## config.mk

```make
export PLATFORM = sky130hd
export DESIGN_NAME = quadrant_min_max_mean_stats_top
export DESIGN_NICKNAME = d
export VERILOG_FILES = /design/src/rtl/core/qmms_pkg.sv /design/src/rtl/core/qmms_front.sv /design/src/rtl/core/qmms_fifo.sv /design/src/rtl/core/qmms_accum.sv /design/src/rtl/core/qmms_report.sv /design/src/rtl/core/quadrant_min_max_mean_stats_top.sv
export SDC_FILE = /design/constraint.sdc
export NUM_CORES = 2
export LEC_CHECK = 0
export ABC_AREA = 0
export BUFFER_PORTS_ARGS = -buffer_cell sky130_fd_sc_hd__buf_2
export CORE_UTILIZATION = 30
export CTS_CLUSTER_SIZE = 8
export DETAILED_ROUTE_END_ITERATION = 8
export HOLD_SLACK_MARGIN = 0.08
export PLACE_DENSITY_LB_ADDON = 0.05
export SETUP_SLACK_MARGIN = 0.02
export SLEW_MARGIN = 20
export SYNTH_ARGS = -nofsm -noshare
export SYNTH_HDL_FRONTEND = slang
export SYNTH_SLANG_ARGS = --single-unit
```

## constraint.sdc

```tcl
create_clock -name clk -period 40.4 [get_ports clk]
set_input_delay 6.06 -clock clk [delete_from_list [all_inputs] [get_ports clk]]
set_output_delay 6.06 -clock clk [all_outputs]
set_load 0.01 [all_outputs]
```

## src/rtl/core/qmms_pkg.sv

```systemverilog
// shared types and constants of the quadrant statistics block
`timescale 1ns / 1ps
`default_nettype none
package qmms_pkg;

	localparam int MAX_WIDTH_DEF  = 4096;
	localparam int MAX_HEIGHT_DEF = 4096;
	localparam int PIX_W          = 8;
	localparam int CFG_W          = 13;
	localparam int DIM_MIN        = 2;
	localparam int NUM_REGIONS    = 4;
	localparam int FIFO_DEPTH     = 4;
	localparam int SUM_W_DEF      = PIX_W + $clog2(MAX_WIDTH_DEF) + $clog2(MAX_HEIGHT_DEF);

	localparam logic [PIX_W-1:0] LEVEL_MAX = '1;

	localparam logic [1:0]       BIN_SHIFT_RST  = 2'd0;
	localparam logic             WHOLE_MODE_RST = 1'b1;
	localparam logic [CFG_W-1:0] WIDTH_RST      = 13'd640;
	localparam logic [CFG_W-1:0] HEIGHT_RST     = 13'd480;

	typedef enum logic [1:0] {
		CFG_BIN_SHIFT    = 2'd0,
		CFG_WHOLE_MODE   = 2'd1,
		CFG_FRAME_WIDTH  = 2'd2,
		CFG_FRAME_HEIGHT = 2'd3
	} cfg_idx_t;

	typedef enum logic [1:0] {
		RPT_IDLE,
		RPT_LOAD,
		RPT_DIV,
		RPT_OUT
	} rpt_state_t;

	typedef struct packed {
		logic [PIX_W-1:0] level;
		logic [1:0]       quad;
		logic             frame_end;
	} pix_item_t;

	typedef struct packed {
		logic full;
		logic empty;
	} fifo_status_t;

endpackage
`default_nettype wire

```

## src/rtl/core/qmms_front.sv

```systemverilog
// front end: pixel intake, requantization, quadrant and frame-end tagging
`timescale 1ns / 1ps
`default_nettype none
module qmms_front import qmms_pkg::*; #(
	parameter int MAX_WIDTH  = MAX_WIDTH_DEF,
	parameter int MAX_HEIGHT = MAX_HEIGHT_DEF
) (
	input  wire logic                              clk,
	input  wire logic                              arst_n,
	input  wire logic                              in_valid,
	output logic                                   in_ready,
	input  wire logic [PIX_W-1:0]                  pixel,
	input  wire logic [1:0]                        bin_shift,
	input  wire logic [$clog2(MAX_WIDTH+1)-1:0]    width_eff,
	input  wire logic [$clog2(MAX_HEIGHT+1)-1:0]   height_eff,
	input  wire fifo_status_t                      fifo_stat,
	output logic                                   push,
	output pix_item_t                              push_item
);

	localparam int COL_W = $clog2(MAX_WIDTH);
	localparam int ROW_W = $clog2(MAX_HEIGHT);
	localparam int WD_W  = $clog2(MAX_WIDTH + 1);
	localparam int HD_W  = $clog2(MAX_HEIGHT + 1);

	logic [COL_W-1:0] col_q;
	logic [ROW_W-1:0] row_q;
	logic [WD_W-1:0]  col_ext, col_inc;
	logic [HD_W-1:0]  row_ext, row_inc;
	logic             row_end, frame_end;

	always_comb begin
		col_ext   = WD_W'(col_q);
		row_ext   = HD_W'(row_q);
		col_inc   = col_ext + WD_W'(1);
		row_inc   = row_ext + HD_W'(1);
		row_end   = (col_inc >= width_eff);
		frame_end = row_end && (row_inc >= height_eff);
		in_ready  = !fifo_stat.full;
		push      = in_valid && in_ready;
		push_item.level     = pixel >> bin_shift;
		push_item.quad      = {(row_ext >= (height_eff >> 1)), (col_ext >= (width_eff >> 1))};
		push_item.frame_end = frame_end;
	end

	always_ff @(posedge clk or negedge arst_n) begin
		if (!arst_n) begin
			col_q <= '0;
			row_q <= '0;
		end else if (push) begin
			if (!row_end) begin
				col_q <= col_inc[COL_W-1:0];
			end else begin
				col_q <= '0;
				if (!frame_end) begin
					row_q <= row_inc[ROW_W-1:0];
				end else begin
					row_q <= '0;
				end
			end
		end
	end

endmodule
`default_nettype wire

```

## src/rtl/core/qmms_fifo.sv

```systemverilog
// short request queue between front end and accumulators
`timescale 1ns / 1ps
`default_nettype none
module qmms_fifo import qmms_pkg::*; (
	input  wire logic      clk,
	input  wire logic      arst_n,
	input  wire logic      push,
	input  wire pix_item_t push_item,
	input  wire logic      pop,
	output pix_item_t      head,
	output fifo_status_t   stat
);

	localparam int PTR_W = $clog2(FIFO_DEPTH);
	localparam int CNT_W = $clog2(FIFO_DEPTH + 1);

	pix_item_t        mem_q [FIFO_DEPTH];
	logic [PTR_W-1:0] wr_ptr_q, rd_ptr_q;
	logic [CNT_W-1:0] count_q;

	function automatic logic [PTR_W-1:0] ptr_next(input logic [PTR_W-1:0] p);
		logic [PTR_W-1:0] r;
		if (p == PTR_W'(FIFO_DEPTH - 1)) begin
			r = '0;
		end else begin
			r = p + PTR_W'(1);
		end
		return r;
	endfunction

	always_comb begin
		head       = mem_q[rd_ptr_q];
		stat.full  = (count_q == CNT_W'(FIFO_DEPTH));
		stat.empty = (count_q == '0);
	end

	always_ff @(posedge clk) begin
		if (push) begin
			mem_q[wr_ptr_q] <= push_item;
		end
	end

	always_ff @(posedge clk or negedge arst_n) begin
		if (!arst_n) begin
			wr_ptr_q <= '0;
			rd_ptr_q <= '0;
			count_q  <= '0;
		end else begin
			if (push) begin
				wr_ptr_q <= ptr_next(wr_ptr_q);
			end
			if (pop) begin
				rd_ptr_q <= ptr_next(rd_ptr_q);
			end
			if (push && !pop) begin
				count_q <= count_q + CNT_W'(1);
			end else if (pop && !push) begin
				count_q <= count_q - CNT_W'(1);
			end
		end
	end

endmodule
`default_nettype wire

```

## src/rtl/core/qmms_accum.sv

```systemverilog
// back end: per-quadrant running min, max and sum
`timescale 1ns / 1ps
`default_nettype none
module qmms_accum import qmms_pkg::*; #(
	parameter int SUM_W = SUM_W_DEF
) (
	input  wire logic             clk,
	input  wire logic             arst_n,
	input  wire fifo_status_t     fifo_stat,
	input  wire pix_item_t        head,
	input  wire logic             rpt_busy,
	output logic                  pop,
	output logic                  rpt_start,
	output logic [PIX_W-1:0]      snap_min [NUM_REGIONS],
	output logic [PIX_W-1:0]      snap_max [NUM_REGIONS],
	output logic [SUM_W-1:0]      snap_sum [NUM_REGIONS]
);

	logic [PIX_W-1:0] min_q [NUM_REGIONS];
	logic [PIX_W-1:0] max_q [NUM_REGIONS];
	logic [SUM_W-1:0] sum_q [NUM_REGIONS];
	logic [PIX_W-1:0] new_min, new_max;
	logic [SUM_W-1:0] new_sum;

	always_comb begin
		// a frame-end request waits while the previous frame is still reported
		pop       = !fifo_stat.empty && (!head.frame_end || !rpt_busy);
		rpt_start = pop && head.frame_end;
		new_min   = (head.level < min_q[head.quad]) ? head.level : min_q[head.quad];
		new_max   = (head.level > max_q[head.quad]) ? head.level : max_q[head.quad];
		new_sum   = sum_q[head.quad] + SUM_W'(head.level);
		for (int k = 0; k < NUM_REGIONS; k++) begin
			if (head.quad == 2'(k)) begin
				snap_min[k] = new_min;
				snap_max[k] = new_max;
				snap_sum[k] = new_sum;
			end else begin
				snap_min[k] = min_q[k];
				snap_max[k] = max_q[k];
				snap_sum[k] = sum_q[k];
			end
		end
	end

	always_ff @(posedge clk or negedge arst_n) begin
		if (!arst_n) begin
			for (int k = 0; k < NUM_REGIONS; k++) begin
				min_q[k] <= LEVEL_MAX;
				max_q[k] <= '0;
				sum_q[k] <= '0;
			end
		end else if (pop) begin
			if (head.frame_end) begin
				for (int k = 0; k < NUM_REGIONS; k++) begin
					min_q[k] <= LEVEL_MAX;
					max_q[k] <= '0;
					sum_q[k] <= '0;
				end
			end else begin
				min_q[head.quad] <= new_min;
				max_q[head.quad] <= new_max;
				sum_q[head.quad] <= new_sum;
			end
		end
	end

endmodule
`default_nettype wire

```

## src/rtl/core/qmms_report.sv

```systemverilog
// result sequencer: frame snapshot, serial mean divider, output register
`timescale 1ns / 1ps
`default_nettype none
module qmms_report import qmms_pkg::*; #(
	parameter int MAX_WIDTH  = MAX_WIDTH_DEF,
	parameter int MAX_HEIGHT = MAX_HEIGHT_DEF,
	parameter int SUM_W      = SUM_W_DEF
) (
	input  wire logic                            clk,
	input  wire logic                            arst_n,
	input  wire logic                            rpt_start,
	input  wire logic [PIX_W-1:0]                snap_min [NUM_REGIONS],
	input  wire logic [PIX_W-1:0]                snap_max [NUM_REGIONS],
	input  wire logic [SUM_W-1:0]                snap_sum [NUM_REGIONS],
	input  wire logic                            whole_mode,
	input  wire logic [$clog2(MAX_WIDTH+1)-1:0]  width_eff,
	input  wire logic [$clog2(MAX_HEIGHT+1)-1:0] height_eff,
	output logic                                 rpt_busy,
	output logic                                 out_valid,
	input  wire logic                            out_ready,
	output logic [1:0]                           region,
	output logic [PIX_W-1:0]                     min_level,
	output logic [PIX_W-1:0]                     max_level,
	output logic [PIX_W-1:0]                     mean_level,
	output logic                                 last_region
);

	localparam int WD_W   = $clog2(MAX_WIDTH + 1);
	localparam int HD_W   = $clog2(MAX_HEIGHT + 1);
	localparam int AREA_W = WD_W + HD_W;
	localparam int NUM_W  = SUM_W + 2;
	localparam int DIV_W  = (NUM_W > AREA_W + PIX_W) ? NUM_W : AREA_W + PIX_W;
	localparam int STEP_W = $clog2(PIX_W + 1);

	rpt_state_t        state_q, state_d;
	logic              whole_q;
	logic [PIX_W-1:0]  smin_q [NUM_REGIONS];
	logic [PIX_W-1:0]  smax_q [NUM_REGIONS];
	logic [SUM_W-1:0]  ssum_q [NUM_REGIONS];
	logic [AREA_W-1:0] area_q;
	logic [DIV_W-1:0]  rem_q, dvs_q, diff;
	logic [PIX_W-1:0]  quo_q;
	logic              sat_q, ge;
	logic [STEP_W-1:0] step_q;
	logic [1:0]        k_q;
	logic [PIX_W-1:0]  all_min, all_max, sel_min, sel_max;
	logic [NUM_W-1:0]  all_sum, numer;

	always_comb begin
		all_min = LEVEL_MAX;
		all_max = '0;
		all_sum = '0;
		for (int k = 0; k < NUM_REGIONS; k++) begin
			if (smin_q[k] < all_min) begin
				all_min = smin_q[k];
			end
			if (smax_q[k] > all_max) begin
				all_max = smax_q[k];
			end
			all_sum = all_sum + NUM_W'(ssum_q[k]);
		end
		// quadrant mean is scaled by four
		numer   = whole_q ? all_sum : {ssum_q[k_q], 2'b00};
		sel_min = whole_q ? all_min : smin_q[k_q];
		sel_max = whole_q ? all_max : smax_q[k_q];
		ge      = (rem_q >= dvs_q);
		diff    = rem_q - dvs_q;
	end

	always_comb begin
		state_d   = state_q;
		rpt_busy  = (state_q != RPT_IDLE);
		out_valid = 1'b0;
		case (state_q)
			RPT_IDLE: begin
				if (rpt_start) begin
					state_d = RPT_LOAD;
				end
			end
			RPT_LOAD: begin
				state_d = RPT_DIV;
			end
			RPT_DIV: begin
				if (step_q == '0) begin
					state_d = RPT_OUT;
				end
			end
			RPT_OUT: begin
				out_valid = 1'b1;
				if (out_ready) begin
					state_d = last_region ? RPT_IDLE : RPT_LOAD;
				end
			end
			default: begin
				state_d = RPT_IDLE;
			end
		endcase
	end

	always_ff @(posedge clk or negedge arst_n) begin
		if (!arst_n) begin
			state_q <= RPT_IDLE;
			k_q     <= '0;
		end else begin
			state_q <= state_d;
			if (state_q == RPT_IDLE && rpt_start) begin
				k_q <= '0;
			end else if (state_q == RPT_OUT && out_ready && !last_region) begin
				k_q <= k_q + 2'd1;
			end
		end
	end

	always_ff @(posedge clk) begin
		case (state_q)
			RPT_IDLE: begin
				if (rpt_start) begin
					whole_q <= whole_mode;
					area_q  <= AREA_W'(width_eff) * AREA_W'(height_eff);
					for (int k = 0; k < NUM_REGIONS; k++) begin
						smin_q[k] <= snap_min[k];
						smax_q[k] <= snap_max[k];
						ssum_q[k] <= snap_sum[k];
					end
				end
			end
			RPT_LOAD: begin
				rem_q       <= DIV_W'(numer);
				dvs_q       <= DIV_W'(area_q) << PIX_W;
				step_q      <= STEP_W'(PIX_W);
				quo_q       <= '0;
				sat_q       <= 1'b0;
				min_level   <= sel_min;
				max_level   <= sel_max;
				region      <= whole_q ? 2'd0 : k_q;
				last_region <= whole_q || (k_q == 2'(NUM_REGIONS - 1));
			end
			RPT_DIV: begin
				if (ge) begin
					rem_q <= diff;
				end
				dvs_q  <= dvs_q >> 1;
				step_q <= step_q - STEP_W'(1);
				// top trial step only flags saturation
				if (step_q == STEP_W'(PIX_W)) begin
					sat_q <= ge;
				end else begin
					quo_q <= {quo_q[PIX_W-2:0], ge};
				end
				if (step_q == '0) begin
					mean_level <= sat_q ? LEVEL_MAX : {quo_q[PIX_W-2:0], ge};
				end
			end
			default: begin
			end
		endcase
	end

endmodule
`default_nettype wire

```

## src/rtl/core/quadrant_min_max_mean_stats_top.sv

```systemverilog
// top level of the quadrant min/max/mean statistics block
//
//  channel  | direction | signals                                         | moves
//  ---------+-----------+-------------------------------------------------+---------------
//  cfg      | in        | cfg_valid cfg_ready cfg_index cfg_data          | register write
//  in       | in        | in_valid in_ready pixel                         | one pixel
//  out      | out       | out_valid out_ready region min/max/mean_level   | one region
//           |           | last_region                                     | result
//
//  mid-frame pixels: one per cycle while the queue has room, set by the accumulator read-modify-write per request
//  frame end: area multiply at the snapshot, then per result a load, 9 divider steps and an
//  output state held until out_ready; next-frame pixels keep flowing until the next frame-end request
//  reset: config to defaults, counters, queue and statistics cleared at once
//  stalls: a 4-deep queue separates intake from accumulation; out_ready low holds the result
`timescale 1ns / 1ps
`default_nettype none
module quadrant_min_max_mean_stats_top import qmms_pkg::*; #(
	parameter int MAX_WIDTH  = MAX_WIDTH_DEF,
	parameter int MAX_HEIGHT = MAX_HEIGHT_DEF
) (
	input  wire logic             clk,
	input  wire logic             arst_n,
	input  wire logic             cfg_valid,
	output logic                  cfg_ready,
	input  wire logic [1:0]       cfg_index,
	input  wire logic [CFG_W-1:0] cfg_data,
	input  wire logic             in_valid,
	output logic                  in_ready,
	input  wire logic [PIX_W-1:0] pixel,
	output logic                  out_valid,
	input  wire logic             out_ready,
	output logic [1:0]            region,
	output logic [PIX_W-1:0]      min_level,
	output logic [PIX_W-1:0]      max_level,
	output logic [PIX_W-1:0]      mean_level,
	output logic                  last_region
);

	localparam int WD_W  = $clog2(MAX_WIDTH + 1);
	localparam int HD_W  = $clog2(MAX_HEIGHT + 1);
	localparam int SUM_W = PIX_W + $clog2(MAX_WIDTH) + $clog2(MAX_HEIGHT);

	logic [1:0]       bin_shift_q;
	logic             whole_mode_q;
	logic [CFG_W-1:0] width_q, height_q;
	logic [WD_W-1:0]  width_eff;
	logic [HD_W-1:0]  height_eff;

	fifo_status_t     fifo_stat;
	pix_item_t        push_item, head;
	logic             push, pop, rpt_start, rpt_busy;
	logic [PIX_W-1:0] snap_min [NUM_REGIONS];
	logic [PIX_W-1:0] snap_max [NUM_REGIONS];
	logic [SUM_W-1:0] snap_sum [NUM_REGIONS];

	assign cfg_ready = 1'b1;

	always_ff @(posedge clk or negedge arst_n) begin
		if (!arst_n) begin
			bin_shift_q  <= BIN_SHIFT_RST;
			whole_mode_q <= WHOLE_MODE_RST;
			width_q      <= WIDTH_RST;
			height_q     <= HEIGHT_RST;
		end else if (cfg_valid && cfg_ready) begin
			case (cfg_idx_t'(cfg_index))
				CFG_BIN_SHIFT:    bin_shift_q  <= cfg_data[1:0];
				CFG_WHOLE_MODE:   whole_mode_q <= cfg_data[0];
				CFG_FRAME_WIDTH:  width_q      <= cfg_data;
				CFG_FRAME_HEIGHT: height_q     <= cfg_data;
				default: begin
				end
			endcase
		end
	end

	// clamp dimensions to the supported range
	always_comb begin
		if (width_q < CFG_W'(DIM_MIN)) begin
			width_eff = WD_W'(DIM_MIN);
		end else if (width_q > CFG_W'(MAX_WIDTH)) begin
			width_eff = WD_W'(MAX_WIDTH);
		end else begin
			width_eff = WD_W'(width_q);
		end
		if (height_q < CFG_W'(DIM_MIN)) begin
			height_eff = HD_W'(DIM_MIN);
		end else if (height_q > CFG_W'(MAX_HEIGHT)) begin
			height_eff = HD_W'(MAX_HEIGHT);
		end else begin
			height_eff = HD_W'(height_q);
		end
	end

	qmms_front #(
		.MAX_WIDTH  (MAX_WIDTH),
		.MAX_HEIGHT (MAX_HEIGHT)
	) u_front (
		.clk        (clk),
		.arst_n     (arst_n),
		.in_valid   (in_valid),
		.in_ready   (in_ready),
		.pixel      (pixel),
		.bin_shift  (bin_shift_q),
		.width_eff  (width_eff),
		.height_eff (height_eff),
		.fifo_stat  (fifo_stat),
		.push       (push),
		.push_item  (push_item)
	);

	qmms_fifo u_fifo (
		.clk       (clk),
		.arst_n    (arst_n),
		.push      (push),
		.push_item (push_item),
		.pop       (pop),
		.head      (head),
		.stat      (fifo_stat)
	);

	qmms_accum #(
		.SUM_W (SUM_W)
	) u_accum (
		.clk       (clk),
		.arst_n    (arst_n),
		.fifo_stat (fifo_stat),
		.head      (head),
		.rpt_busy  (rpt_busy),
		.pop       (pop),
		.rpt_start (rpt_start),
		.snap_min  (snap_min),
		.snap_max  (snap_max),
		.snap_sum  (snap_sum)
	);

	qmms_report #(
		.MAX_WIDTH  (MAX_WIDTH),
		.MAX_HEIGHT (MAX_HEIGHT),
		.SUM_W      (SUM_W)
	) u_report (
		.clk         (clk),
		.arst_n      (arst_n),
		.rpt_start   (rpt_start),
		.snap_min    (snap_min),
		.snap_max    (snap_max),
		.snap_sum    (snap_sum),
		.whole_mode  (whole_mode_q),
		.width_eff   (width_eff),
		.height_eff  (height_eff),
		.rpt_busy    (rpt_busy),
		.out_valid   (out_valid),
		.out_ready   (out_ready),
		.region      (region),
		.min_level   (min_level),
		.max_level   (max_level),
		.mean_level  (mean_level),
		.last_region (last_region)
	);

endmodule
`default_nettype wire

```

==> out/summary.md <==
The flow ran to the end, and the final reports show no timing, DRC or antenna violations. After detailed routing, the number of vias per cell comes to 4.95. Of the synthesized area, sequential elements account for 41.1%. The number of instances on the worst hold path works out to 1. Buffers inserted during clock tree synthesis total 92. The tools report the global route total overflow as 0.

For the number of placed cells counting well taps, the log shows 6020. Setup repair after global routing left no endpoint under its margin. TritonCTS built the clock tree.

The top achievable clock speed is 0.131 GHz. In the final design database the tool counted 4711 nets. The core box area is 0.142 sq mm.

The launching element type of the critical path is a flop. For the post-synthesis cell count, the log shows 4197. The number of global-route vias before repair is 31900, and the overall die height is 380 um. The run gives 90 as the count of cell types in the netlist.

Start-to-end type of the worst setup path: reg2out. The global-route wire length before repair is 205000 um. For the pin with the worst max-slew slack, the measured transition is 1210 ps. The count of clock tree sinks came out at 626. The final-layout worst hold slack is 501 ps. The floorplan row count is 138, and the number of DRC markers in iteration 0 is 1747. At the worst endpoint, the arrival time is 1600 ps. Clock-pin slew was measured on the worst setup and hold paths at 60 ps. Across the routed clock network, the largest skew measured is 42.0 ps. The tools report the max-slew violation total from the final report as 0.

Setup violations remaining at the end of the flow were counted as 0. The run gives 0 as the number of failing hold endpoints at the final stage. Among all flip-flop cells after synthesis, the most frequent one is sky130_fd_sc_hd__edfxtp_1.

The die covers 0.144 sq mm. The tools report the number of design rule violations left after detail routing as 0. At the end of routability-driven placement, the weighted congestion stood at 0.804.

Total negative setup slack: 0 ps. Detailed routing inserted a total of 30700 vias. The H-tree was split into 3 levels.

During placement, the flow inserted port buffers numbering 56. The cell area after synthesis is 0.0428 sq mm. The final routed wire length divided by cell count was 21.9 um; the non-filler instance count after layout was 6195. In this run the count of I/O pins placed on the die edge is 58. Counting flops with an async set or reset pin after synthesis yields a share of 40.9%. The tools report the sink of the worst hold path as u_fifo.count_q[2]$_DFFE_PN0P_. The worst pin sits at a relative slew slack of 18.7%.

The all-layer global routing usage was 18.8%. STA classifies the critical path endpoint as an output port. The run gives 0 as the antenna violation net count after detailed routing. The post-route netlist has 11.3% of its cells at a drive strength greater than 1. Worst setup slack before clock tree synthesis: 32430 ps. The wire length after detailed routing was 135000 um; the clock network latency to the later pin of the worst-skew pair was 690 ps. The tools report the clock tree root driver cell as sky130_fd_sc_hd__clkbuf_16.

During synthesis, Yosys emitted a total of 0 warnings. For the maximum number of pins on one net before global-route repair, the log shows 92. The tool flagged a number of max-cap violations equal to 0.

The largest fanout on the critical path came out at 6. A synthesized cell averages 10.2 sq um. The startpoint of the worst hold path is u_fifo.count_q[2]$_DFFE_PN0P_.

The area added between synthesis and finish is 12.3%. After clock tree synthesis, the setup repair step added 0 buffers. Counting flops with a built-in enable in the synthesized netlist gives 370. In this run, post-CTS repair resized a total of 0 instances.

Setup slack on the worst reg-to-reg path comes out at 32890 ps. The number of antenna violations at the first check in global routing is 2. The worst hold path belongs to the class reg2reg. The final critical path takes up 19.0% of the cycle. The first TritonRoute pass finished after 5 iterations. In the post-route analysis, the smallest setup slack over all paths is 32740 ps. For the worst setup path, the data required time is 34340 ps. The routed design could run at a clock period as short as 7660 ps. The die is 380 um wide. The synthesized design contains 626 register bits.

After clock tree synthesis, the flow added hold-fix buffers numbering 0. Startpoint of the worst register-to-register path: u_report.ssum_q[1][0]$_DFFE_PP_. The endpoint identified for the worst register-to-register timing path is u_report.rem_q[33]$_DFFE_PP_.

The worst register-to-register path has a depth of 25. The final HPWL from detailed placement came out at 98000 um. In this run the deepest clock path goes through 3 buffers. The starting density of the core is 30.2%. Counting every net in the synthesized netlist gives 4684.
## kinds of logic after synthesis
group           after synthesis  share of synthesized area [%]
compound gates              967                           13.4
xor+xnor                    163                           3.50
fa+ha+maj                   459                           16.2
buf+inv                     622                           5.60
flops                       626                           41.1
mux                         243                           8.68
other cells                   1                        0.00877
simple gates               1116                           11.5
## per-stage QoR
step / instance area (sq um) / util, %
2_1_floorplan: 42800 / -
3_3_place_gp: 45200 / 31.9
3_5_place_dp: 45200 / 31.9
4_1_cts: 48000 / 33.9
5_1_grt: 48000 / 33.9
6_report: 48000 / 33.9
## critical path: stages (launching register included)
cell and delay, ps:
sky130_fd_sc_hd__dfrtp_1 440, sky130_fd_sc_hd__nor2_1 120, sky130_fd_sc_hd__nand2_1 160, sky130_fd_sc_hd__buf_2 190
## synthesized netlist by cell type (14+ instances only)
cell type,instances,area share [%]
sky130_fd_sc_hd__nand2b_1,25,0.37
sky130_fd_sc_hd__o21ai_1,28,0.33
sky130_fd_sc_hd__o21bai_1,14,0.25
sky130_fd_sc_hd__nor2_1,245,2.1
sky130_fd_sc_hd__fa_1,158,7.4
sky130_fd_sc_hd__nand4_1,22,0.32
sky130_fd_sc_hd__or2_2,15,0.22
sky130_fd_sc_hd__ha_1,301,8.8
sky130_fd_sc_hd__a21oi_1,200,2.3
sky130_fd_sc_hd__mux2_2,66,1.7
sky130_fd_sc_hd__xnor2_1,93,1.9
sky130_fd_sc_hd__edfxtp_1,370,26
sky130_fd_sc_hd__buf_1,20,0.18
sky130_fd_sc_hd__nand3_1,66,0.77
sky130_fd_sc_hd__clkbuf_1,138,1.2
sky130_fd_sc_hd__dfrtp_1,217,13
sky130_fd_sc_hd__xor2_1,62,1.3
sky130_fd_sc_hd__dfstp_2,39,2.4
sky130_fd_sc_hd__o21ai_0,419,4.9
sky130_fd_sc_hd__mux4_2,94,4.9
sky130_fd_sc_hd__a211oi_1,20,0.35
sky130_fd_sc_hd__mux2i_1,81,1.9
sky130_fd_sc_hd__and3_1,17,0.25
sky130_fd_sc_hd__o211ai_1,26,0.46
sky130_fd_sc_hd__and2_1,33,0.48
sky130_fd_sc_hd__nor3_1,29,0.34
sky130_fd_sc_hd__a31oi_1,21,0.31
sky130_fd_sc_hd__inv_1,436,3.8
sky130_fd_sc_hd__nor2b_1,37,0.54
sky130_fd_sc_hd__a21o_1,107,1.9
sky130_fd_sc_hd__nand2_1,568,5.0
sky130_fd_sc_hd__o21a_1,29,0.51
## cell type report
type / count / area, sq um
sequential: 626 / 17600
tap: 1890 / 2360
clock inverter: 8 / 124
multi-input combinational: 2949 / 22900
antenna: 1 / 2.50
clock buffer: 166 / 2690
fill: 14600 / 93500
inverter: 449 / 1690
timing repair buffer: 106 / 666
## registers in the layout, summed over array words and instances, names as in the netlist, 32 cells and up
name / cells
u_accum.min_q: 32
u_report.smin_q: 32
u_report.rem_q: 34
u_report.dvs_q: 34
u_fifo.mem_q: 44
u_accum.sum_q: 128
u_report.smax_q: 32
u_report.ssum_q: 128
u_accum.max_q: 32
## layout by cell type, fill, tap and decap left out, types with 33 or more instances in the layout
cell type	n
sky130_fd_sc_hd__nand2_1	567
sky130_fd_sc_hd__inv_1	436
sky130_fd_sc_hd__o21ai_0	417
sky130_fd_sc_hd__edfxtp_1	370
sky130_fd_sc_hd__ha_1	299
sky130_fd_sc_hd__nor2_1	243
sky130_fd_sc_hd__dfrtp_1	215
sky130_fd_sc_hd__a21oi_1	200
sky130_fd_sc_hd__fa_1	158
sky130_fd_sc_hd__a21o_1	107
sky130_fd_sc_hd__clkbuf_16	95
sky130_fd_sc_hd__xnor2_1	93
sky130_fd_sc_hd__mux4_2	92
sky130_fd_sc_hd__mux2i_1	81
sky130_fd_sc_hd__nand3_1	66
sky130_fd_sc_hd__clkbuf_1	66
sky130_fd_sc_hd__mux2_2	65
sky130_fd_sc_hd__xor2_1	62
sky130_fd_sc_hd__buf_2	55
sky130_fd_sc_hd__buf_4	50
sky130_fd_sc_hd__dfstp_2	39
sky130_fd_sc_hd__nor2b_1	37
sky130_fd_sc_hd__and2_1	33
## layer usage
layer	GRT usage, %	part of all wire [%]	vias up
li1	-	-	14700
met1	26.4	48	15300
met2	29.8	46	506
met3	2.63	3.6	172
met4	5.44	2.8	0
met5	0	0	-
## worst max-delay path by stage
stage          slack [ps]                               to  cells past startpoint                            from
4_1_cts             32660                         in_ready                      3   u_fifo.count_q[0]$_DFFE_PN0P_
5_1_grt             32220    u_report.area_q[24]$_DFFE_PP_                     25         height_q[2]$_DFFE_PN0P_
6_report            32740                         in_ready                      3   u_fifo.count_q[0]$_DFFE_PN0P_
3_5_place_dp        32430     u_front.row_q[0]$_DFFE_PN0P_                      6                        in_valid
2_1_floorplan       26640  u_report.state_q[0]$_DFFE_PN0P_                     11  u_fifo.rd_ptr_q[0]$_DFFE_PN0P_
3_3_place_gp        32450     u_front.row_q[0]$_DFFE_PN0P_                      6                        in_valid
Power is left out: the tool's default activity adds up to more than one toggle a clock period on the data nets, which glitch-free logic cannot reach.
